===== src/hw/rtl/tct_pkg.sv =====
// Shared types, constants and field layout for the TCP connection state tracker.
package tct_pkg;

  // Port widths: tdata is padded up to whole bytes.
  localparam int IN_TDATA_W  = 104;
  localparam int OUT_TDATA_W = 8;
  localparam int CFG_INDEX_W = 8;
  localparam int CFG_DATA_W  = 16;
  localparam int TIME_W      = 32;
  localparam int ADDR_W      = 32;

  // Configuration register indexes.
  localparam logic [CFG_INDEX_W-1:0] REG_HANDSHAKE_TIMEOUT   = 8'd0;
  localparam logic [CFG_INDEX_W-1:0] REG_ESTABLISHED_TIMEOUT = 8'd1;

  // Reset values of the timeouts, in seconds.
  localparam logic [CFG_DATA_W-1:0] HANDSHAKE_TIMEOUT_RST   = 16'd5;
  localparam logic [CFG_DATA_W-1:0] ESTABLISHED_TIMEOUT_RST = 16'd180;

  // Connection phase encoding.
  typedef enum logic [2:0] {
    PH_NONE     = 3'd0,
    PH_SYN_SENT = 3'd1,
    PH_SYN_ACK  = 3'd2,
    PH_ESTAB    = 3'd3,
    PH_CLOSING  = 3'd4
  } phase_t;

  // One classified packet as it waits between the front and back parts.
  typedef struct packed {
    logic [TIME_W-1:0] now;
    logic [ADDR_W-1:0] src;
    logic [ADDR_W-1:0] dst;
    logic              syn;
    logic              ack;
    logic              fin;
    logic              rst;
    logic              plain_syn;
    logic              syn_ack;
    logic [TIME_W-1:0] hs_expiry;
    logic [TIME_W-1:0] est_expiry;
    logic              hs_expired;
  } item_t;

  // Queue occupancy seen by the front and back parts.
  typedef struct packed {
    logic empty;
    logic full;
  } q_status_t;

endpackage


===== src/hw/rtl/tct_front.sv =====
// Front part: holds the timeouts, unpacks each packet and precomputes its expiry times.
module tct_front (
  input  logic                              clk,
  input  logic                              rst_n,
  input  logic                              cfg_valid,
  input  logic [tct_pkg::CFG_INDEX_W-1:0]   cfg_index,
  input  logic [tct_pkg::CFG_DATA_W-1:0]    cfg_data,
  input  logic                              in_tvalid,
  input  logic [tct_pkg::IN_TDATA_W-1:0]    in_tdata,
  input  tct_pkg::q_status_t                q_status,
  output logic                              in_tready,
  output logic                              push,
  output tct_pkg::item_t                    item
);

  logic [tct_pkg::CFG_DATA_W-1:0] hs_timeout_r;
  logic [tct_pkg::CFG_DATA_W-1:0] est_timeout_r;
  logic [tct_pkg::CFG_DATA_W-1:0] hs_timeout_nxt;
  logic [tct_pkg::CFG_DATA_W-1:0] est_timeout_nxt;

  // Register writes; unknown indexes are ignored.
  always_comb begin
    hs_timeout_nxt  = hs_timeout_r;
    est_timeout_nxt = est_timeout_r;
    if (cfg_valid) begin
      case (cfg_index)
        tct_pkg::REG_HANDSHAKE_TIMEOUT:   hs_timeout_nxt  = cfg_data;
        tct_pkg::REG_ESTABLISHED_TIMEOUT: est_timeout_nxt = cfg_data;
        default: ;
      endcase
    end
  end

  always_ff @(posedge clk) begin
    if (!rst_n) begin
      hs_timeout_r  <= tct_pkg::HANDSHAKE_TIMEOUT_RST;
      est_timeout_r <= tct_pkg::ESTABLISHED_TIMEOUT_RST;
    end else begin
      hs_timeout_r  <= hs_timeout_nxt;
      est_timeout_r <= est_timeout_nxt;
    end
  end

  // Accept whenever the queue has room.
  assign in_tready = !q_status.full;
  assign push      = in_tvalid && !q_status.full;

  // Unpack and classify; the expiry sums wrap modulo 2^32.
  always_comb begin
    item.now        = in_tdata[31:0];
    item.src        = in_tdata[63:32];
    item.dst        = in_tdata[95:64];
    item.syn        = in_tdata[96];
    item.ack        = in_tdata[97];
    item.fin        = in_tdata[98];
    item.rst        = in_tdata[99];
    item.plain_syn  = item.syn && !item.ack;
    item.syn_ack    = item.syn && item.ack;
    item.hs_expiry  = item.now + {16'd0, hs_timeout_r};
    item.est_expiry = item.now + {16'd0, est_timeout_r};
    // A FIN sets the expiry to the handshake sum; this is its expiry check.
    item.hs_expired = (item.hs_expiry <= item.now);
  end

endmodule


===== src/hw/rtl/tct_queue.sv =====
// Two-entry queue that decouples the front part from the back part.
module tct_queue (
  input  logic               clk,
  input  logic               rst_n,
  input  logic               push,
  input  tct_pkg::item_t     wr_item,
  input  logic               pop,
  output tct_pkg::item_t     rd_item,
  output tct_pkg::q_status_t status
);

  tct_pkg::item_t entry_r [2];
  logic           wr_ptr_r;
  logic           rd_ptr_r;
  logic [1:0]     count_r;
  logic           wr_ptr_nxt;
  logic           rd_ptr_nxt;
  logic [1:0]     count_nxt;

  // Pointer and fill bookkeeping.
  always_comb begin
    wr_ptr_nxt = wr_ptr_r ^ push;
    rd_ptr_nxt = rd_ptr_r ^ pop;
    count_nxt  = count_r;
    if (push && !pop) begin
      count_nxt = count_r + 2'd1;
    end else if (pop && !push) begin
      count_nxt = count_r - 2'd1;
    end
  end

  always_ff @(posedge clk) begin
    if (!rst_n) begin
      wr_ptr_r <= 1'b0;
      rd_ptr_r <= 1'b0;
      count_r  <= 2'd0;
    end else begin
      wr_ptr_r <= wr_ptr_nxt;
      rd_ptr_r <= rd_ptr_nxt;
      count_r  <= count_nxt;
    end
  end

  // Entry storage needs no reset.
  always_ff @(posedge clk) begin
    if (push) begin
      entry_r[wr_ptr_r] <= wr_item;
    end
  end

  assign rd_item      = entry_r[rd_ptr_r];
  assign status.empty = (count_r == 2'd0);
  assign status.full  = (count_r == 2'd2);

endmodule


===== src/hw/rtl/tct_back.sv =====
// Back part: keeps the connection entry, makes the pass or drop decision and holds the result.
module tct_back (
  input  logic                            clk,
  input  logic                            rst_n,
  input  tct_pkg::item_t                  item,
  input  tct_pkg::q_status_t              q_status,
  output logic                            pop,
  output logic                            out_tvalid,
  input  logic                            out_tready,
  output logic [tct_pkg::OUT_TDATA_W-1:0] out_tdata
);

  tct_pkg::phase_t                phase_r;
  tct_pkg::phase_t                phase_nxt;
  logic [tct_pkg::TIME_W-1:0]     expiry_r;
  logic [tct_pkg::TIME_W-1:0]     expiry_nxt;
  logic [tct_pkg::ADDR_W-1:0]     server_r;
  logic [tct_pkg::ADDR_W-1:0]     server_nxt;
  logic                           out_valid_r;
  logic                           out_valid_nxt;
  logic                           drop_r;
  logic                           drop_nxt;
  tct_pkg::phase_t                result_phase_r;

  // Phase and expiry after the FIN step, and whether the entry is then expired.
  tct_pkg::phase_t                fin_phase;
  logic [tct_pkg::TIME_W-1:0]     fin_expiry;
  logic                           expired;

  // Take the next item when the result register is free or being emptied.
  assign pop = !q_status.empty && (!out_valid_r || out_tready);

  // Entry update and decision for one packet.
  always_comb begin
    phase_nxt  = phase_r;
    expiry_nxt = expiry_r;
    server_nxt = server_r;
    drop_nxt   = 1'b0;
    if ((phase_r != tct_pkg::PH_CLOSING) && item.fin) begin
      fin_phase  = tct_pkg::PH_CLOSING;
      fin_expiry = item.hs_expiry;
      expired    = item.hs_expired;
    end else begin
      fin_phase  = phase_r;
      fin_expiry = expiry_r;
      expired    = (expiry_r <= item.now);
    end

    if (phase_r == tct_pkg::PH_NONE) begin
      // Empty entry: only a plain SYN opens it.
      if (item.plain_syn) begin
        phase_nxt  = tct_pkg::PH_SYN_SENT;
        expiry_nxt = item.hs_expiry;
        server_nxt = item.dst;
      end else begin
        drop_nxt = 1'b1;
      end
    end else if (item.rst) begin
      phase_nxt  = tct_pkg::PH_CLOSING;
      expiry_nxt = '0;
    end else begin
      phase_nxt  = fin_phase;
      expiry_nxt = fin_expiry;
      if (expired) begin
        // Expired entry: a plain SYN reuses it, keeping the server.
        if (item.plain_syn) begin
          phase_nxt  = tct_pkg::PH_SYN_SENT;
          expiry_nxt = item.hs_expiry;
        end else begin
          drop_nxt = 1'b1;
        end
      end else begin
        case (fin_phase)
          tct_pkg::PH_SYN_SENT: begin
            if (item.syn_ack && (item.src == server_r)) begin
              phase_nxt  = tct_pkg::PH_SYN_ACK;
              expiry_nxt = item.hs_expiry;
            end else begin
              drop_nxt = 1'b1;
            end
          end
          tct_pkg::PH_SYN_ACK: begin
            if (item.syn) begin
              drop_nxt = 1'b1;
            end else begin
              phase_nxt  = tct_pkg::PH_ESTAB;
              expiry_nxt = item.est_expiry;
            end
          end
          tct_pkg::PH_ESTAB: begin
            if (item.syn) begin
              drop_nxt = 1'b1;
            end else begin
              expiry_nxt = item.est_expiry;
            end
          end
          tct_pkg::PH_CLOSING: begin
            drop_nxt = !item.ack && !item.fin;
          end
          default: ;
        endcase
      end
    end

    if (!pop) begin
      phase_nxt  = phase_r;
      expiry_nxt = expiry_r;
      server_nxt = server_r;
    end
    out_valid_nxt = pop || (out_valid_r && !out_tready);
  end

  // Connection entry and result valid.
  always_ff @(posedge clk) begin
    if (!rst_n) begin
      phase_r     <= tct_pkg::PH_NONE;
      expiry_r    <= '0;
      server_r    <= '0;
      out_valid_r <= 1'b0;
    end else begin
      phase_r     <= phase_nxt;
      expiry_r    <= expiry_nxt;
      server_r    <= server_nxt;
      out_valid_r <= out_valid_nxt;
    end
  end

  // Result payload, loaded with each decision.
  always_ff @(posedge clk) begin
    if (pop) begin
      drop_r         <= drop_nxt;
      result_phase_r <= phase_nxt;
    end
  end

  assign out_tvalid = out_valid_r;
  assign out_tdata  = {4'd0, result_phase_r, drop_r};

endmodule


===== src/hw/rtl/tcp_connection_state_tracker.sv =====
// Top level of the TCP connection state tracker: front part, queue, back part.
// Tracks one TCP connection entry (phase, expiry time, server address) and answers
// pass or drop for each packet header, together with the phase after the packet. It
// takes one packet per clock cycle while the queue has room and returns one result
// per packet, in order; a result not taken stalls the back part and then the queue.
// A taken packet waits in the queue and is decided when the back part pops it; its
// result is held in the result register until taken. The back part reads and writes
// the entry for each packet, which sets the rate. The user writes timeouts over the
// cfg port (index 0 handshake timeout, index 1 established timeout) only while no
// packet is in flight, which the block does not enforce; cfg_ready is always high.
module tcp_connection_state_tracker (
  input  logic                              clk,
  input  logic                              rst_n,
  input  logic                              cfg_valid,
  output logic                              cfg_ready,
  input  logic [tct_pkg::CFG_INDEX_W-1:0]   cfg_index,
  input  logic [tct_pkg::CFG_DATA_W-1:0]    cfg_data,
  input  logic                              in_tvalid,
  output logic                              in_tready,
  // Low bit up: now_seconds[31:0], source_addr[31:0], dest_addr[31:0], flag_syn,
  // flag_ack, flag_fin, flag_rst, four zero bits.
  input  logic [tct_pkg::IN_TDATA_W-1:0]    in_tdata,
  output logic                              out_tvalid,
  input  logic                              out_tready,
  // Low bit up: drop, state_after[2:0], four zero bits.
  output logic [tct_pkg::OUT_TDATA_W-1:0]   out_tdata
);

  tct_pkg::item_t     wr_item;
  tct_pkg::item_t     rd_item;
  tct_pkg::q_status_t q_status;
  logic               push;
  logic               pop;

  assign cfg_ready = 1'b1;

  tct_front u_front (
    .clk       (clk),
    .rst_n     (rst_n),
    .cfg_valid (cfg_valid),
    .cfg_index (cfg_index),
    .cfg_data  (cfg_data),
    .in_tvalid (in_tvalid),
    .in_tdata  (in_tdata),
    .q_status  (q_status),
    .in_tready (in_tready),
    .push      (push),
    .item      (wr_item)
  );

  tct_queue u_queue (
    .clk     (clk),
    .rst_n   (rst_n),
    .push    (push),
    .wr_item (wr_item),
    .pop     (pop),
    .rd_item (rd_item),
    .status  (q_status)
  );

  tct_back u_back (
    .clk        (clk),
    .rst_n      (rst_n),
    .item       (rd_item),
    .q_status   (q_status),
    .pop        (pop),
    .out_tvalid (out_tvalid),
    .out_tready (out_tready),
    .out_tdata  (out_tdata)
  );

  // The back part never takes from an empty queue.
  a_pop_not_empty: assert property (@(posedge clk) disable iff (!rst_n)
    pop |-> !q_status.empty)
    else $error("queue read while empty");

  // A new result only appears after a decision was made.
  a_result_from_pop: assert property (@(posedge clk) disable iff (!rst_n)
    $rose(out_tvalid) |-> $past(pop))
    else $error("result appeared without a decision");

  // A result that leaves the entry empty is always a drop.
  a_none_is_drop: assert property (@(posedge clk) disable iff (!rst_n)
    (out_tvalid && (out_tdata[3:1] == tct_pkg::PH_NONE)) |-> out_tdata[0])
    else $error("packet passed with no connection");

  // The queue is never full and empty at once.
  a_queue_status: assert property (@(posedge clk) disable iff (!rst_n)
    !(q_status.full && q_status.empty))
    else $error("queue status inconsistent");

endmodule


===== config.mk =====
export PLATFORM = sky130hd
export DESIGN_NAME = tcp_connection_state_tracker
export DESIGN_NICKNAME = d
export VERILOG_FILES = /design/src/hw/rtl/tct_pkg.sv /design/src/hw/rtl/tct_front.sv /design/src/hw/rtl/tct_queue.sv /design/src/hw/rtl/tct_back.sv /design/src/hw/rtl/tcp_connection_state_tracker.sv
export SDC_FILE = /design/constraint.sdc
export NUM_CORES = 1
export LEC_CHECK = 0
export CAP_MARGIN = 5
export CORE_ASPECT_RATIO = 2
export CORE_UTILIZATION = 64
export CTS_BUF_LIST = sky130_fd_sc_hd__clkbuf_4 sky130_fd_sc_hd__clkbuf_8 sky130_fd_sc_hd__clkbuf_16
export CTS_CLUSTER_DIAMETER = 200
export DETAILED_ROUTE_END_ITERATION = 16
export DONT_BUFFER_PORTS = 1
export HOLD_SLACK_MARGIN = 0.12
export PLACE_DENSITY_LB_ADDON = 0.08
export SLEW_MARGIN = 25
export SYNTH_ARGS = -nofsm -noshare
export SYNTH_HDL_FRONTEND = slang
export SYNTH_SLANG_ARGS = --single-unit

===== constraint.sdc =====
create_clock -name clk -period 7.8 [get_ports clk]
set_input_delay 1.95 -clock clk [delete_from_list [all_inputs] [get_ports clk]]
set_output_delay 1.95 -clock clk [all_outputs]
set_load 0.02 [all_outputs]

After elaboration in Yosys (flattened, before gate mapping) --
Memories as Yosys holds them, arrays and structs flattened. A register that Yosys moved wholly into a read port is not among the register bits. Index checks and enable logic that the tools add are counted.
Word-level totals: flip-flop bits (word level) 108, bits in writable memories 334, bits of input ports 133, output and inout port bits 11, logic and storage cells 91, memories kept 1
Operators by class: add/subtract/negate cells 4, order comparisons 2, eq/ne operators 9, muxes and demuxes 32, bitwise operators 2, reductions and logical operators 30
Memories:
- u_queue.entry_r | depth 2, width 167, rd ports 1, clocked after memory_dff 1, write ports 1, line tct_queue.sv:12 | tct_pkg::item_t entry_r [2];
Operators by type and width (number):
- two-way mux 32 bit | 8
- adder 32 x 16 -> 32 bit | 2
- less-or-equal comparator 32 bit | 2
- case mux 32 bit (2 select lines) | 1
- == test 32 bit | 1
- two-way mux 3 bit | 9
- logical AND 1 bit | 10
- two-way mux 1 bit | 10
- zero test 1 bit | 9
- == test 8 x 1 -> 1 bit (second input constant) | 1
- zero test 8 bit | 1
- == test 3 x 2 -> 1 bit (second input constant) | 2
- case mux 3 bit (2 select lines) | 1
- AND reduction 2 bit | 3
- two-way mux 2 bit | 2
- == test 3 x 1 -> 1 bit (second input constant) | 1
- == test 3 bit (second input constant) | 1
- zero test 3 bit | 1
- != test 3 bit (second input constant) | 1
- case mux 1 bit (3 select lines) | 1
- AND reduction 3 bit | 1
- adder 2 x 1 -> 2 bit (second input constant) | 1
- == test 2 bit (second input constant) | 1
- zero test 2 bit | 1
- 6 further kinds | 8

Longest topological paths before layout --
Gate-level depths: netlist of run 1.
depth after elaboration 9, depth in mapped cells 21, gate-level depth less buffers 20

Cells and area by module --
From an unflattened synthesis of run 1, not the netlist that was laid out.
Unflattened totals: cells, all modules 1853, area total of the unflattened synthesis 23135.9 um^2
By module, submodules not included:
- tct_queue | instances 1, cells an instance 542, area an instance 12818.5 um^2, sequential area each 10129.7 um^2
- tct_back | instances 1, cells an instance 693, area an instance 5541.6 um^2, sequential area each 1481.4 um^2
- tct_front | instances 1, cells an instance 616, area an instance 4764.6 um^2, sequential area each 640.6 um^2
- tcp_connection_state_tracker | instances 1, cells an instance 2, area an instance 11.3 um^2, sequential area each 0.0 um^2

Worst setup path after synthesis of run 1 --
OpenSTA, ideal clock, no wires.
path type input -> register, from input in_tvalid, to memory u_queue.entry_r[0][0] (netlist bit) (enable), library setup time 548 ps, data arrival time 6009 ps, data required time 7252 ps, setup slack 1243 ps, stages on the path 2, path buffers 0, cells stage by stage and2_1 ha_1
On the way: longest elaborated chain between the ends 3
Ends and longest elaborated chain:
- start, declared | line tcp_connection_state_tracker.sv:18 | input logic in_tvalid,
- logical AND 1 bit | line tct_front.sv:46 | assign push = in_tvalid && !q_status.full;
- two-way mux 1 bit | line tct_queue.sv:46 | if (push) begin
- two-way mux 1 bit (not written as such) | line tct_queue.sv:47 | entry_r[wr_ptr_r] <= wr_item;
- end, declared | line tct_queue.sv:12
Every way passes these cells.

==> results of run 1 <==
[logic make-up after synthesis]
kind of cell	after synthesis	share of synthesized area, %
AO/OA/AOI/OAI	412	12.1
XOR/XNOR	88	3.54
adder cells (fa/ha/maj)	93	5.41
buffers and inverters	145	2.94
flip-flops	443	56.3
multiplexers	230	10.9
other	2	0.0345
AND/OR/NAND/NOR	419	8.77
[registers in the layout, indices dropped and copies added, names as in the netlist, named ones only]
signal and cells:
u_queue.entry_r 334, u_back.expiry_r 32, u_back.server_r 32, u_front.est_timeout_r 16, u_front.hs_timeout_r 16, u_back.phase_r 3
u_back.result_phase_r 3, u_queue.count_r 2, u_back.drop_r 1, u_back.out_tvalid 1, u_queue.rd_ptr_r 1, u_queue.wr_ptr_r 1
[final cells by class]
type / count / area, µm²
clock buffers: 51 / 1100
well taps: 436 / 546
repair buffers: 19 / 208
flip-flops and latches: 443 / 12300
inverters: 50 / 188
fillers: 2435 / 10000
clock inverters: 17 / 186
multi-input cells: 1247 / 8990
[through the flow]
stage / hold WS (ns) / instance area (µm²) / setup WS (ns) / cells / utilization, %
finish: 0.489 / 23500 / 1.29 / 2263 / 70.0
global route: 0.510 / 23500 / 1.10 / 2263 / 70.0
CTS: 0.487 / 23400 / 1.36 / 2262 / 69.9
detailed placement: 0.469 / 22200 / 0.804 / 2194 / 66.1
global placement: 0.458 / 22100 / 0.884 / 2193 / 66.1
floorplan: 0.446 / 21800 / 1.24 / 1835 / -
[final timing paths]
kind                                          from                               endpoint  cells past startpoint
max                                    in_tdata[0]        u_queue.entry_r[1][0]$_DFFE_PP_                     18
min reg2reg  u_front.est_timeout_r[5]$_SDFFE_PN1P_  u_front.est_timeout_r[5]$_SDFFE_PN1P_                      2
max reg2reg   u_front.hs_timeout_r[0]$_SDFFE_PN1P_        u_queue.entry_r[1][0]$_DFFE_PP_                     18
min          u_front.est_timeout_r[5]$_SDFFE_PN1P_  u_front.est_timeout_r[5]$_SDFFE_PN1P_                      2
[per-layer routing]
metal | routed length [µm] | GRT usage (%) | part of all wire (%)
met5 | 0 | 0 | 0
met4 | 3720 | 23.3 | 7.2
met3 | 3000 | 4.82 | 5.8
met2 | 28400 | 56.5 | 55
met1 | 16600 | 27.4 | 32
[cell usage in the layout, fill, tap and decap left out, types with 13 or more instances in the layout]
cell type	Yosys	final
sky130_fd_sc_hd__clkbuf_16	0	39
sky130_fd_sc_hd__a21oi_1	137	135
sky130_fd_sc_hd__nor2_1	164	162
sky130_fd_sc_hd__nand3_1	19	19
sky130_fd_sc_hd__dfxtp_1	105	104
sky130_fd_sc_hd__xor2_1	23	23
sky130_fd_sc_hd__o21a_1	13	13
sky130_fd_sc_hd__mux2i_1	169	166
sky130_fd_sc_hd__mux2_2	61	61
sky130_fd_sc_hd__xnor2_1	65	65
sky130_fd_sc_hd__inv_1	50	50
sky130_fd_sc_hd__nor3_1	16	15
sky130_fd_sc_hd__a22oi_1	29	29
sky130_fd_sc_hd__ha_1	91	89
sky130_fd_sc_hd__buf_4	8	14
sky130_fd_sc_hd__o21ai_0	87	87
sky130_fd_sc_hd__o211a_1	32	32
sky130_fd_sc_hd__edfxtp_1	338	338
sky130_fd_sc_hd__nand2_1	116	116
sky130_fd_sc_hd__nor2b_1	36	35
sky130_fd_sc_hd__a21o_1	44	44
[worst reg2reg max path: cells and delay by family (launching register included)]
family / cells / cell delay [ns]
flip-flops: 1 / 0.34
adder cells (fa/ha/maj): 3 / 1.01
AND/OR/NAND/NOR: 3 / 0.31
AO/OA/AOI/OAI: 11 / 3.37
XOR/XNOR: 1 / 0.21
[power groups by stage]
stage          combinational, mW  clock, mW  sequential [mW]
2_1_floorplan               1.84          0             3.30
3_3_place_gp                2.33          0             3.34
3_5_place_dp                2.43          0             3.36
4_1_cts                     2.45       1.97             3.31
5_1_grt                     2.68       2.05             3.36
6_report                    2.47       1.95             3.32
==> reports/metrics.sh, run 1 <==
SYN-MEAN-INSTANCE-AREA_UM2=11.9
CP_NUM_BUF_INV=0
CTS_HTREE_LEVELS=2
FINALWEIGHTEDCONGESTION=0.900
SETUP.WORST_PATH.CLASS='in -> reg'
FIN_CRIT_NS=6.51
SEQUENTIALPOWERSHARE_PCT=42.9
POSTCTSRESIZEDCELLS=0
DIEAREA_MM2=0.0348
GRT_PASS1_WL_UM=78300
CAP_VIOL_MAX_COUNT=0
INITIALDRTVIOLATIONCOUNT=914
TRITONCTS='built'
P_SW_SHARE_PCT=34.3
CTS_BUFFER_DEPTH=3
SYNTHESIS.INSTANCES=1832
FINALMAXSLEWVIOLATIONS=0
CRITICAL_PATH_PEAK_FANOUT=8
YS_ASYNC_SR_FRACTION_PCT=0
DETAIL-ROUTE-ANTENNA-NETS=0
P_INT_mW=5.08
FMAXACHIEVABLE_MHz=154
CLOCKROOTBUFFER='sky130_fd_sc_hd__clkbuf_16'
IRDROPWORSTVDD_mV=0.263
CLOCK_SINKS=443
POST-LAYOUT-TOTAL-POWER_mW=7.74
DP.FINAL_HPWL_UM=34500
FIN_SKEW_NS=0.0215
CP_TOP_FAMILY='compound AO/OA/AOI/OAI gates'
SYNTHFLOPTYPE='sky130_fd_sc_hd__edfxtp_1'
NET-SWITCHING-POWER_mW=2.65
FP-ROW-COUNT=95
COMB_POWER_SHARE_PCT=32.0
FP.DIEH_UM=263
WORST_PATH_MAX_DELAY_CELL='sky130_fd_sc_hd__o41ai_1'
HOLD_PATH_CLASS='reg -> reg'
WORST_SKEW_PAIR.LATE_LATENCY_NS=0.55
RELSLEWSLACK_PCT=21.5
INITIAL_UTILIZATION_PCT=65.0
ANTENNA-DIODE-COUNT=0
CLOCK_INPUT_TRANSITION_AT_THE_SEQUENTIAL_CELLS_OF_THE_WORST_SETUP_AND_HOLD_PATHS_NS=0.07
POST_SYNTH_MAIN_AREA_CONTRIBUTORS='sky130_fd_sc_hd__edfxtp_1 (47%), sky130_fd_sc_hd__dfxtp_1 (9.7%), sky130_fd_sc_hd__mux2i_1 (7.8%)'
ENDPOINT_KIND='flip-flop'
DRIVE_ABOVE_1_SHARE_PCT=9.96
VIA_PER_INST=6.38
AREA_GROWTH_FROM_SYNTHESIS_TO_FINAL_LAYOUT_PCT=7.80
POWER_DENSITY_mW_PER_MM2=330
PLACE.PORT_BUFFERS=0
SETUP_VIOL=0
REPORT.FINAL.HOLD_VIOL_COUNT=0
CRITICAL_PATH_ARRIVAL_NS=6.85
GLOBALROUTEOVERFLOWTOTAL=0
STATUS='finished, final reports clean'
GR-USAGE-ALL-LAYERS_PCT=29.7
POWER.STATIC_LEAKAGE_nW=8.73
YS.WARNINGS.COUNT=0
CPPEAKSTAGEDELAY_NS=0.59
R2R_SETUP_SLACK_NS=2.36
GRT_MAX_DEGREE=106
CRITICAL_PATH.STARTPOINT_TYPE='input port'
DETAIL_ROUTE.FIRST_PASS.ITERATIONS=6
POST_CTS_HOLD_BUFFER_COUNT=0
YOSYS.CELL_TYPES.COUNT=64
YOSYSSEQAREASHARE_PCT=56.3
NUMBER_OF_SYNTHESIZED_REGISTER_BITS=443
TIMING_WORST_SLEW_PIN_VALUE_NS=1.17
SYNTH_MOST_COMMON_CELL='sky130_fd_sc_hd__edfxtp_1'
ROUTEDWLPERCELL_UM=22.9
YOSYSTOPAREACELL='sky130_fd_sc_hd__edfxtp_1'
POSTCTSSETUPREPAIRBUFS=0
FINALSETUPTNS_NS=0
NUMBER_OF_SYNTHESIZED_FLOPS_WITH_AN_ENABLE_PIN=338
FINALNETCOUNT=2025
SHARE_CLK_OF_TOTAL_POWER_PCT=25.2
DRC=0
DIE_WIDTH_UM=132
TIMING.CRITICAL_PATH.CELLS='ha_1 -> fa_1 -> a21o_1 -> a21oi_1 -> nor2b_1 -> o21a_1 -> o41ai_1 -> o21ai_0 -> o221ai_1 -> o21a_1 -> nor2_1 -> ha_1 -> xnor2_1 -> nand2b_1 -> a21oi_1 -> o41a_1 -> o31a_1 -> o31ai_1'
ANTENNA_FOUND_INITIAL=1
RSZ_0062_RAISED_AFTER_GLOBAL_ROUTING='no'
DRT_WL_TOTAL_UM=51800
NUM_VIAS=14400
SYNTH_COMMONEST_CELLS='sky130_fd_sc_hd__edfxtp_1 (338), sky130_fd_sc_hd__mux2i_1 (169), sky130_fd_sc_hd__nor2_1 (164), sky130_fd_sc_hd__a21oi_1 (137), sky130_fd_sc_hd__nand2_1 (116)'
FIRST_GLOBAL_VIAS=15000
WORST_ENDPOINT_REQUIRED_TIME_NS=8.14
SYNTH_TOP_CELL_AREA_SHARE_PCT=46.6
NUMBER_OF_BUFFERS_CREATED_BY_CTS=38
IO_PINS=144
PLACEABLECOREAREA_MM2=0.0335
SYN-CELL-AREA_MM2=0.0218
FINALCRITPERIODSHARE_PCT=83.5
(Power assumes the default switching activity.)
==> run 2, diff against run 1 <==
--- a/config.mk
+++ b/config.mk
@@ -5,6 +5,7 @@
 export SDC_FILE = /design/constraint.sdc
 export NUM_CORES = 1
 export LEC_CHECK = 0
+export ABC_AREA = 1
 export CAP_MARGIN = 5
 export CORE_ASPECT_RATIO = 2
 export CORE_UTILIZATION = 64
==> constraint.sdc (replaced) <==
create_clock -name clk -period 6.3 [get_ports clk]
set_input_delay 1.575 -clock clk [delete_from_list [all_inputs] [get_ports clk]]
set_output_delay 1.575 -clock clk [all_outputs]
set_load 0.02 [all_outputs]
==> reports/metrics.sh, run 2 <==
STATUS='finished, final reports clean'
FP-ROW-COUNT=98  # +3.2%
ANTENNA_FOUND_INITIAL=1  # unchanged
PLACE.PORT_BUFFERS=0  # unchanged
POST-PLACE-WS_NS=0.701  # -0.104 ns
CRITICAL_PATH.STARTPOINT_TYPE='input port'
POWER_DENSITY_mW_PER_MM2=447  # +36%
DRIVE_ABOVE_1_SHARE_PCT=6.57  # -3.4 points
NUMBER_OF_BUFFERS_CREATED_BY_CTS=39  # +2.6%
HOLDPATHEND='u_front.hs_timeout_r[2]$_SDFFE_PN1P_'
ENDPOINT_KIND='flip-flop'
YOSYSSEQAREASHARE_PCT=52.7  # -3.5 points
REG2REG_FROM='u_front.hs_timeout_r[0]$_SDFFE_PN1P_'
POSTCTSRESIZEDCELLS=0  # unchanged
HOLD_PATH_CLASS='reg -> reg'
FIN_SKEW_NS=0.0142  # -0.00725 ns
CRIT_PATH_FREQUENT_CELL='sky130_fd_sc_hd__nand2_1'
YS.WARNINGS.COUNT=0  # unchanged
YOSYS.CELL_TYPES.COUNT=49  # -23%
REPORT.FINAL.HOLD_VIOL_COUNT=0  # unchanged
POST_CTS_HOLD_BUFFER_COUNT=0  # unchanged
CAP_VIOL_MAX_COUNT=0  # unchanged
WORST_ENDPOINT_REQUIRED_TIME_NS=6.58  # -1.56 ns
CLOCK_SINKS=443  # unchanged
SYN-CELL-AREA_MM2=0.0232  # +6.7%
HOLD-PATH-CELL-COUNT=2  # unchanged
DETAIL-ROUTE-ANTENNA-NETS=0  # unchanged
ROUTEDWLPERCELL_UM=21.8  # -4.8%
AREA_GROWTH_FROM_SYNTHESIS_TO_FINAL_LAYOUT_PCT=7.30
FINALWEIGHTEDCONGESTION=1.03  # +14%
RELSLEWSLACK_PCT=28.9  # +7.4 points
LARGESTREGISTERS='u_queue.entry_r: 334 flops, u_back.expiry_r: 32 flops, u_back.server_r: 32 flops'
SYNTHFLOPTYPE='sky130_fd_sc_hd__edfxtp_1'
CP_NUM_BUF_INV=1  # +1
NUMBER_OF_SYNTHESIZED_FLOPS_WITH_AN_ENABLE_PIN=338  # unchanged
INITIALDRTVIOLATIONCOUNT=1227  # +34%
R2R_SETUP_SLACK_NS=1.88  # -0.48 ns
POST-ROUTE-WORST-SETUP-SLACK_NS=1.18  # -0.112 ns
FMAXACHIEVABLE_MHz=195
YS_ASYNC_SR_FRACTION_PCT=0  # unchanged
FINISH.INSTANCE_AREA_MM2=0.0249  # +6.2%
CLOCKROOTBUFFER='sky130_fd_sc_hd__clkbuf_16'
CPPEAKSTAGEDELAY_NS=0.47  # -0.12 ns
SYNTH_COMMONEST_CELLS='sky130_fd_sc_hd__nand2_1 (579), sky130_fd_sc_hd__edfxtp_1 (338), sky130_fd_sc_hd__inv_1 (255), sky130_fd_sc_hd__nor2_1 (237), sky130_fd_sc_hd__o21ai_0 (193)'
DRC=0  # unchanged
DETAIL_ROUTE.FIRST_PASS.ITERATIONS=5  # -1
IO_PINS=144  # unchanged
POWER.STATIC_LEAKAGE_nW=10.3  # +18%
WORSTHOLDSTART='u_front.hs_timeout_r[2]$_SDFFE_PN1P_'
RSZ_0062_RAISED_AFTER_GLOBAL_ROUTING='no'
TRITONCTS='built'
INITIAL_UTILIZATION_PCT=64.9  # -0.074 points
TIMING.RR.END='u_queue.entry_r[1][0]$_DFFE_PP_'
DIEAREA_MM2=0.0371  # +6.6%
CRITICAL_PATH_PEAK_FANOUT=6  # -2
SYNTH_TOP_CELL_AREA_SHARE_PCT=43.7  # -2.9 points
TIMING.CRITICAL_PATH.CELLS='ha_1 -> fa_1 -> nand3_1 -> nand2_1 -> a21oi_1 -> o21ai_0 -> a21boi_1 -> o21ai_0 -> a21oi_1 -> buf_4 -> nor2_1 -> and3_1 -> ha_1 -> xor2_1 -> a21boi_0 -> nand2_1 -> nor3_1 -> nand2_1 -> nand3_1 -> nand2_1'
WORST_PATH_MAX_DELAY_CELL='sky130_fd_sc_hd__fa_1'
FINALCRITPERIODSHARE_PCT=81.3
GRT_MAX_DEGREE=100  # -5.7%
LARGEST-REGISTER='u_queue.entry_r'
SYNTH_MOST_COMMON_CELL='sky130_fd_sc_hd__nand2_1'
CP_TOP_FAMILY='compound AO/OA/AOI/OAI gates'
FINALMAXSLEWVIOLATIONS=0  # unchanged
FIN_CRIT_NS=5.12
YOSYSTOPAREACELL='sky130_fd_sc_hd__edfxtp_1'
CRITICAL_PATH_ARRIVAL_NS=5.40  # -1.45 ns
LAYOUT.CELLS.MOST_COMMON='sky130_fd_sc_hd__nand2_1'
PLACEMENT.CELL_AREA_MM2=0.0236  # +6.3%
TIMING_WORST_SLEW_PIN_VALUE_NS=1.06  # -0.105 ns
FINALSETUPTNS_NS=0  # unchanged
SYNTHESIS.INSTANCES=2583  # +41%
WORST_SKEW_PAIR.LATE_LATENCY_NS=0.55  # about the same
CTS_BUFFER_DEPTH=3  # unchanged
NUMBER_OF_SYNTHESIZED_REGISTER_BITS=443  # unchanged
SYN-MEAN-INSTANCE-AREA_UM2=8.99  # -24%
GR-USAGE-ALL-LAYERS_PCT=35.9  # +6.2 points
FIRST_GLOBAL_VIAS=18200  # +21%
DIE_WIDTH_UM=137  # +3.2%
REG2REG_DEPTH=20  # +2
CTS_HTREE_LEVELS=2  # unchanged
MOSTFREQUENTLAYOUTCELLS='sky130_fd_sc_hd__nand2_1 (579), sky130_fd_sc_hd__edfxtp_1 (338), sky130_fd_sc_hd__inv_1 (254), sky130_fd_sc_hd__nor2_1 (236), sky130_fd_sc_hd__o21ai_0 (193)'
FINALNETCOUNT=2767  # +37%
NUM_VIAS=18200  # +26%
SETUP_VIOL=0  # unchanged
FP.DIEH_UM=271  # +3.3%
GLOBALROUTEOVERFLOWTOTAL=0  # unchanged
PLACEABLECOREAREA_MM2=0.0358  # +6.8%
IRDROPWORSTVDD_mV=0.362  # +38%
LARGEST_REGISTER_FF_COUNT=334  # unchanged
DRT_WL_TOTAL_UM=65800  # +27%
CLOCK_INPUT_TRANSITION_AT_THE_SEQUENTIAL_CELLS_OF_THE_WORST_SETUP_AND_HOLD_PATHS_NS=0.06  # about the same
GRT_PASS1_WL_UM=98100  # +25%
POSTCTSSETUPREPAIRBUFS=0  # unchanged
DP.FINAL_HPWL_UM=45600  # +32%
VIA_PER_INST=6.01  # -5.8%
SETUP.WORST_PATH.CLASS='in -> reg'
POST_SYNTH_MAIN_AREA_CONTRIBUTORS='sky130_fd_sc_hd__edfxtp_1 (44%), sky130_fd_sc_hd__nand2_1 (9.4%), sky130_fd_sc_hd__dfxtp_1 (9.0%)'
run 2: changes by cell type after synthesis, sizes merged, moves of 53 or more:
cell	before	now
nand2	116	591
inv	50	259
nand3	19	181
mux2i	169	31
o21ai	89	197
nor2	164	239
mux2	61	0
o21a	13	66
run 2: cell families after synthesis:
kind of cell,Yosys count,share of synthesized area (%)
xor gates and xnor gates,58,2.19
adders and majority gates,93,5.07
and+or+nand+nor,1097,19.8
buffers and inverters,375,6.72
AOI/OAI and AO/OA,484,12.1
muxes,31,1.34
DFF,443,52.7
other,2,0.0323
run 2: routing by layer:
layer	vias to the layer above	routed length [µm]	track usage (%)
met4	0	6050	30.6
met2	770	33800	64.6
met1	8487	21300	34.2
li1	8624	-	-
met3	283	4650	6.76
met5	-	0	0
run 2: cell type report:
cell class / instances / area [µm²]
inverters: 261 / 982
flip-flops and latches: 443 / 12300
well taps: 450 / 563
repair buffers: 28 / 305
clock buffers: 50 / 1100
diodes: 1 / 2.50
fillers: 2783 / 10900
clock inverters: 22 / 226
multi-input cells: 1768 / 9490
run 2: per-stage QoR:
stage	hold WS [ns]	util [%]	instances	power [mW]
floorplan	0.446	-	2586	7.38
global placement	0.464	65.8	2948	8.40
detailed placement	0.463	65.8	2948	8.59
CTS	0.481	69.5	3020	11.0
global route	0.513	69.6	3023	11.8
finish	0.482	69.6	3023	11.1
run 2: worst max path at each step:
stage | start | end | slack [ns] | cells after the start
after global routing | in_tdata[0] | u_queue.entry_r[1][0]$_DFFE_PP_ | 0.86 | 20
after detailed placement | in_tdata[0] | u_queue.entry_r[1][0]$_DFFE_PP_ | 0.70 | 20
final | in_tdata[0] | u_queue.entry_r[1][0]$_DFFE_PP_ | 1.18 | 20
after floorplan | in_tvalid | u_queue.entry_r[0][0]$_DFFE_PP_ | -0.07 | 2
after global placement | in_tdata[0] | u_queue.entry_r[1][0]$_DFFE_PP_ | 0.76 | 20
after CTS | in_tdata[0] | u_queue.entry_r[1][0]$_DFFE_PP_ | 1.24 | 20
run 2: worst reg2reg max path: stages, from the launching register on:
cell                       delay, ns
sky130_fd_sc_hd__dfxtp_1        0.33
sky130_fd_sc_hd__ha_1           0.24
sky130_fd_sc_hd__fa_1           0.47
sky130_fd_sc_hd__nand3_1        0.11
sky130_fd_sc_hd__nand2_1        0.10
sky130_fd_sc_hd__a21oi_1        0.27
sky130_fd_sc_hd__o21ai_0        0.18
sky130_fd_sc_hd__a21boi_1       0.27
sky130_fd_sc_hd__o21ai_0        0.21
sky130_fd_sc_hd__a21oi_1        0.20
sky130_fd_sc_hd__buf_4          0.17
sky130_fd_sc_hd__nor2_1         0.07
sky130_fd_sc_hd__and3_1         0.15
sky130_fd_sc_hd__ha_1           0.32
sky130_fd_sc_hd__xor2_1         0.19
sky130_fd_sc_hd__a21boi_0       0.27
sky130_fd_sc_hd__nand2_1        0.12
sky130_fd_sc_hd__nor3_1         0.23
sky130_fd_sc_hd__nand2_1        0.09
sky130_fd_sc_hd__nand3_1        0.07
sky130_fd_sc_hd__nand2_1        0.09
run 2: power breakdown:
part | switching (mW) | internal [mW] | total, mW
Clock | 1.06 | 1.41 | 2.47
Sequential | 0.466 | 3.82 | 4.28
Combinational | 3.01 | 1.37 | 4.38
==> run 3, diff against run 2 <==
--- a/config.mk
+++ b/config.mk
@@ -8,7 +8,7 @@
 export ABC_AREA = 1
 export CAP_MARGIN = 5
 export CORE_ASPECT_RATIO = 2
-export CORE_UTILIZATION = 64
+export CORE_UTILIZATION = 58
 export CTS_BUF_LIST = sky130_fd_sc_hd__clkbuf_4 sky130_fd_sc_hd__clkbuf_8 sky130_fd_sc_hd__clkbuf_16
 export CTS_CLUSTER_DIAMETER = 200
 export DETAILED_ROUTE_END_ITERATION = 16
==> constraint.sdc (replaced) <==
create_clock -name clk -period 4.67 [get_ports clk]
set_input_delay 1.1675 -clock clk [delete_from_list [all_inputs] [get_ports clk]]
set_output_delay 1.1675 -clock clk [all_outputs]
set_load 0.02 [all_outputs]
==> reports/metrics.sh, run 3 (synthesis results as in run 2) <==
LARGEST_REGISTER_FF_COUNT=334  # unchanged
HIGHEST_LAYER='met4'
DRC=0  # unchanged
FINALCOREUTILIZATION_PCT=64.2  # -5.4 points
FIRST_GLOBAL_VIAS=17900  # -1.6%
IRDROPWORSTVDD_mV=0.340  # -6.0%
DRIVE_ABOVE_1_SHARE_PCT=8.05  # +1.5 points
VIA_PER_INST=5.80  # -3.5%
LARGESTREGISTERS='u_queue.entry_r: 334 flops, u_back.expiry_r: 32 flops, u_back.server_r: 32 flops'
CPPEAKSTAGEDELAY_NS=0.43  # -0.04 ns
LAYOUT.CELLS.MOST_COMMON='sky130_fd_sc_hd__nand2_1'
REPORT.FINAL.HOLD_VIOL_COUNT=0  # unchanged
FP.DIEH_UM=285  # +5.0%
CLOCK_INPUT_TRANSITION_AT_THE_SEQUENTIAL_CELLS_OF_THE_WORST_SETUP_AND_HOLD_PATHS_NS=0.07  # about the same
GLOBALROUTEOVERFLOWTOTAL=0  # unchanged
LAYOUT.FILLER_CELLS=3310  # +19%
ROUTEDWLPERCELL_UM=21.5  # -1.5%
WIRELENGTH_MET1_UM=22300  # +4.9%
WORST_PATH_MAX_DELAY_CELL='sky130_fd_sc_hd__fa_1'
CRITICAL_PATH.STARTPOINT_TYPE='input port'
R2R_SETUP_SLACK_NS=0.48  # -1.40 ns
ANTENNA_FOUND_INITIAL=2  # +1
STATUS='finished, final reports clean'
POSTCTSSETUPREPAIRBUFS=0  # unchanged
FIN_CRIT_NS=4.47
P_INT_mW=9.00  # +36%
DETAIL_ROUTE.FIRST_PASS.ITERATIONS=5  # unchanged
FMAXACHIEVABLE_MHz=224
WORST_SKEW_PAIR.LATE_LATENCY_NS=0.56  # about the same
CTS_HTREE_LEVELS=2  # unchanged
MOSTFREQUENTLAYOUTCELLS='sky130_fd_sc_hd__nand2_1 (579), sky130_fd_sc_hd__edfxtp_1 (338), sky130_fd_sc_hd__inv_1 (255), sky130_fd_sc_hd__nor2_1 (236), sky130_fd_sc_hd__o21ai_0 (193)'
TIMING.CRITICAL_PATH.CELLS='ha_1 -> fa_1 -> nand3_1 -> nand2_1 -> a21oi_1 -> o21ai_0 -> a21boi_1 -> o21ai_0 -> a21oi_1 -> buf_4 -> nor2_1 -> and3_1 -> ha_1 -> xor2_1 -> a21boi_0 -> nand2_1 -> nor3_1 -> nand2_1 -> nand3_1 -> nand2_1'
POST-LAYOUT-TOTAL-POWER_mW=15.2  # +36%
TIMING_WORST_SLEW_PIN_VALUE_NS=1.08  # +0.0105 ns
P_SW_SHARE_PCT=40.7  # -0.089 points
FP-ROW-COUNT=103  # +5.1%
AREA_GROWTH_FROM_SYNTHESIS_TO_FINAL_LAYOUT_PCT=8.97
NUMBER_OF_BUFFERS_CREATED_BY_CTS=40  # +2.6%
DRT_WL_TOTAL_UM=67300  # +2.3%
MET2WIRELENGTH_UM=35000  # +3.5%
FINALWEIGHTEDCONGESTION=0.957  # -6.7%
DIE_WIDTH_UM=144  # +5.0%
GRT_PASS1_WL_UM=100000  # +2.0%
FINALNETCOUNT=2803  # +1.3%
MULTIINPUTGATEAREA_MM2=0.00948  # -0.13%
SHARE_CLK_OF_TOTAL_POWER_PCT=22.8  # +0.6 points
POWER.STATIC_LEAKAGE_nW=10.5  # +1.8%
INITIALDRTVIOLATIONCOUNT=1108  # -9.7%
SEQUENTIALPOWERSHARE_PCT=37.9  # -0.6 points
CLOCK_SINKS=443  # unchanged
DETAIL-ROUTE-ANTENNA-NETS=0  # unchanged
LARGEST-REGISTER='u_queue.entry_r'
DIEAREA_MM2=0.0409  # +10%
TRITONCTS='built'
COMB_POWER_SHARE_PCT=39.3  # about the same
NET-SWITCHING-POWER_mW=6.17  # +36%
CTS_BUFFER_DEPTH=3  # unchanged
FINALCRITPERIODSHARE_PCT=95.7
DP.FINAL_HPWL_UM=47100  # +3.3%
RELSLEWSLACK_PCT=28.3  # -0.63 points
CRITICAL_PATH_PEAK_FANOUT=6  # unchanged
FINALMAXSLEWVIOLATIONS=0  # unchanged
CRITICAL_PATH_ARRIVAL_NS=4.76  # -0.64 ns
FIN_SKEW_NS=0.0143  # +0.0000810 ns
PLACEABLECOREAREA_MM2=0.0394  # +10%
SETUP.WORST_PATH.CLASS='in -> reg'
HOLD_PATH_CLASS='reg -> reg'
RSZ_0062_RAISED_AFTER_GLOBAL_ROUTING='no'
POWER_DENSITY_mW_PER_MM2=599  # +34%
POSTCTSRESIZEDCELLS=0  # unchanged
WORST_ENDPOINT_REQUIRED_TIME_NS=4.96  # -1.62 ns
GRT_MAX_DEGREE=100  # unchanged
IO_PINS=144  # unchanged
SETUP_VIOL=0  # unchanged
ENDPOINT_KIND='flip-flop'
MET3ROUTEDLENGTH_UM=4520  # -2.6%
CRIT_PATH_FREQUENT_CELL='sky130_fd_sc_hd__nand2_1'
CAP_VIOL_MAX_COUNT=0  # unchanged
NUM_VIAS=18200  # +0.21%
GR-USAGE-ALL-LAYERS_PCT=33.2  # -2.7 points
INITIAL_UTILIZATION_PCT=58.9  # -6.0 points
CLOCKROOTBUFFER='sky130_fd_sc_hd__clkbuf_16'
PLACE.PORT_BUFFERS=0  # unchanged
POST_CTS_HOLD_BUFFER_COUNT=0  # unchanged
AREA.SEQUENTIAL_MM2=0.0123  # unchanged
-- run 3: changes by cell type in the layout (fill, tap and decap cells not counted), sizes merged --
| cell | change |
|---|---|
| inv | +3 |
| buf | +35 |
| clkinv | -5 |
| clkinvlp | +3 |
| diode | +3 |
| clkbuf | +1 |
-- run 3: metal layers --
layer / GRT usage (%) / vias to the layer above
met5: 0 / -
met4: 25.1 / 0
met3: 5.63 / 219
met2: 60.1 / 696
met1: 33.2 / 8577
li1: - / 8711
-- run 3: path summary, 6_finish.rpt --
path,end,from,cells past startpoint
setup / recovery,u_queue.entry_r[1][0]$_DFFE_PP_,in_tdata[0],20
hold / removal,u_front.hs_timeout_r[2]$_SDFFE_PN1P_,u_front.hs_timeout_r[2]$_SDFFE_PN1P_,2
setup reg to reg,u_queue.entry_r[1][0]$_DFFE_PP_,u_front.hs_timeout_r[0]$_SDFFE_PN1P_,20
hold reg to reg,u_front.hs_timeout_r[2]$_SDFFE_PN1P_,u_front.hs_timeout_r[2]$_SDFFE_PN1P_,2
-- run 3: cell type report --
class                   instances  area share, %
well taps                     525           2.59
flip-flops and latches        443           48.4
clock buffers                  51           4.45
clock inverters                23           1.01
diodes                          4         0.0395
multi-input cells            1768           37.5
repair buffers                 63           2.16
inverters                     261           3.88
-- run 3: stage by stage --
stage	TNS (ns)	instances	hold WS, ns	worst slack, ns	area (µm²)
finish	0	3138	0.476	0.203	25300
global route	0	3138	0.508	0.000785	25300
CTS	0	3134	0.489	0.284	25300
detailed placement	-0.577	3060	0.471	-0.288	23900
global placement	-0.421	3060	0.463	-0.210	23900
floorplan	-430.76	2586	0.446	-1.29	23200
-- run 3: power by group through the flow --
stage | logic [mW] | registers (mW) | clock network, mW
floorplan | 4.38 | 5.58 | 0
global placement | 5.71 | 5.77 | 0
detailed placement | 5.88 | 5.80 | 0
CTS | 5.92 | 5.72 | 3.49
global route | 6.65 | 5.81 | 3.63
finish | 5.97 | 5.75 | 3.45
-- run 3: critical path, delay by kind of cell --
kind / cells / cell delay (ns)
buffers and inverters: 1 / 0.18
AOI/OAI and AO/OA: 6 / 1.26
adders and majority gates: 3 / 0.94
and+or+nand+nor: 9 / 1.03
xor gates and xnor gates: 1 / 0.19
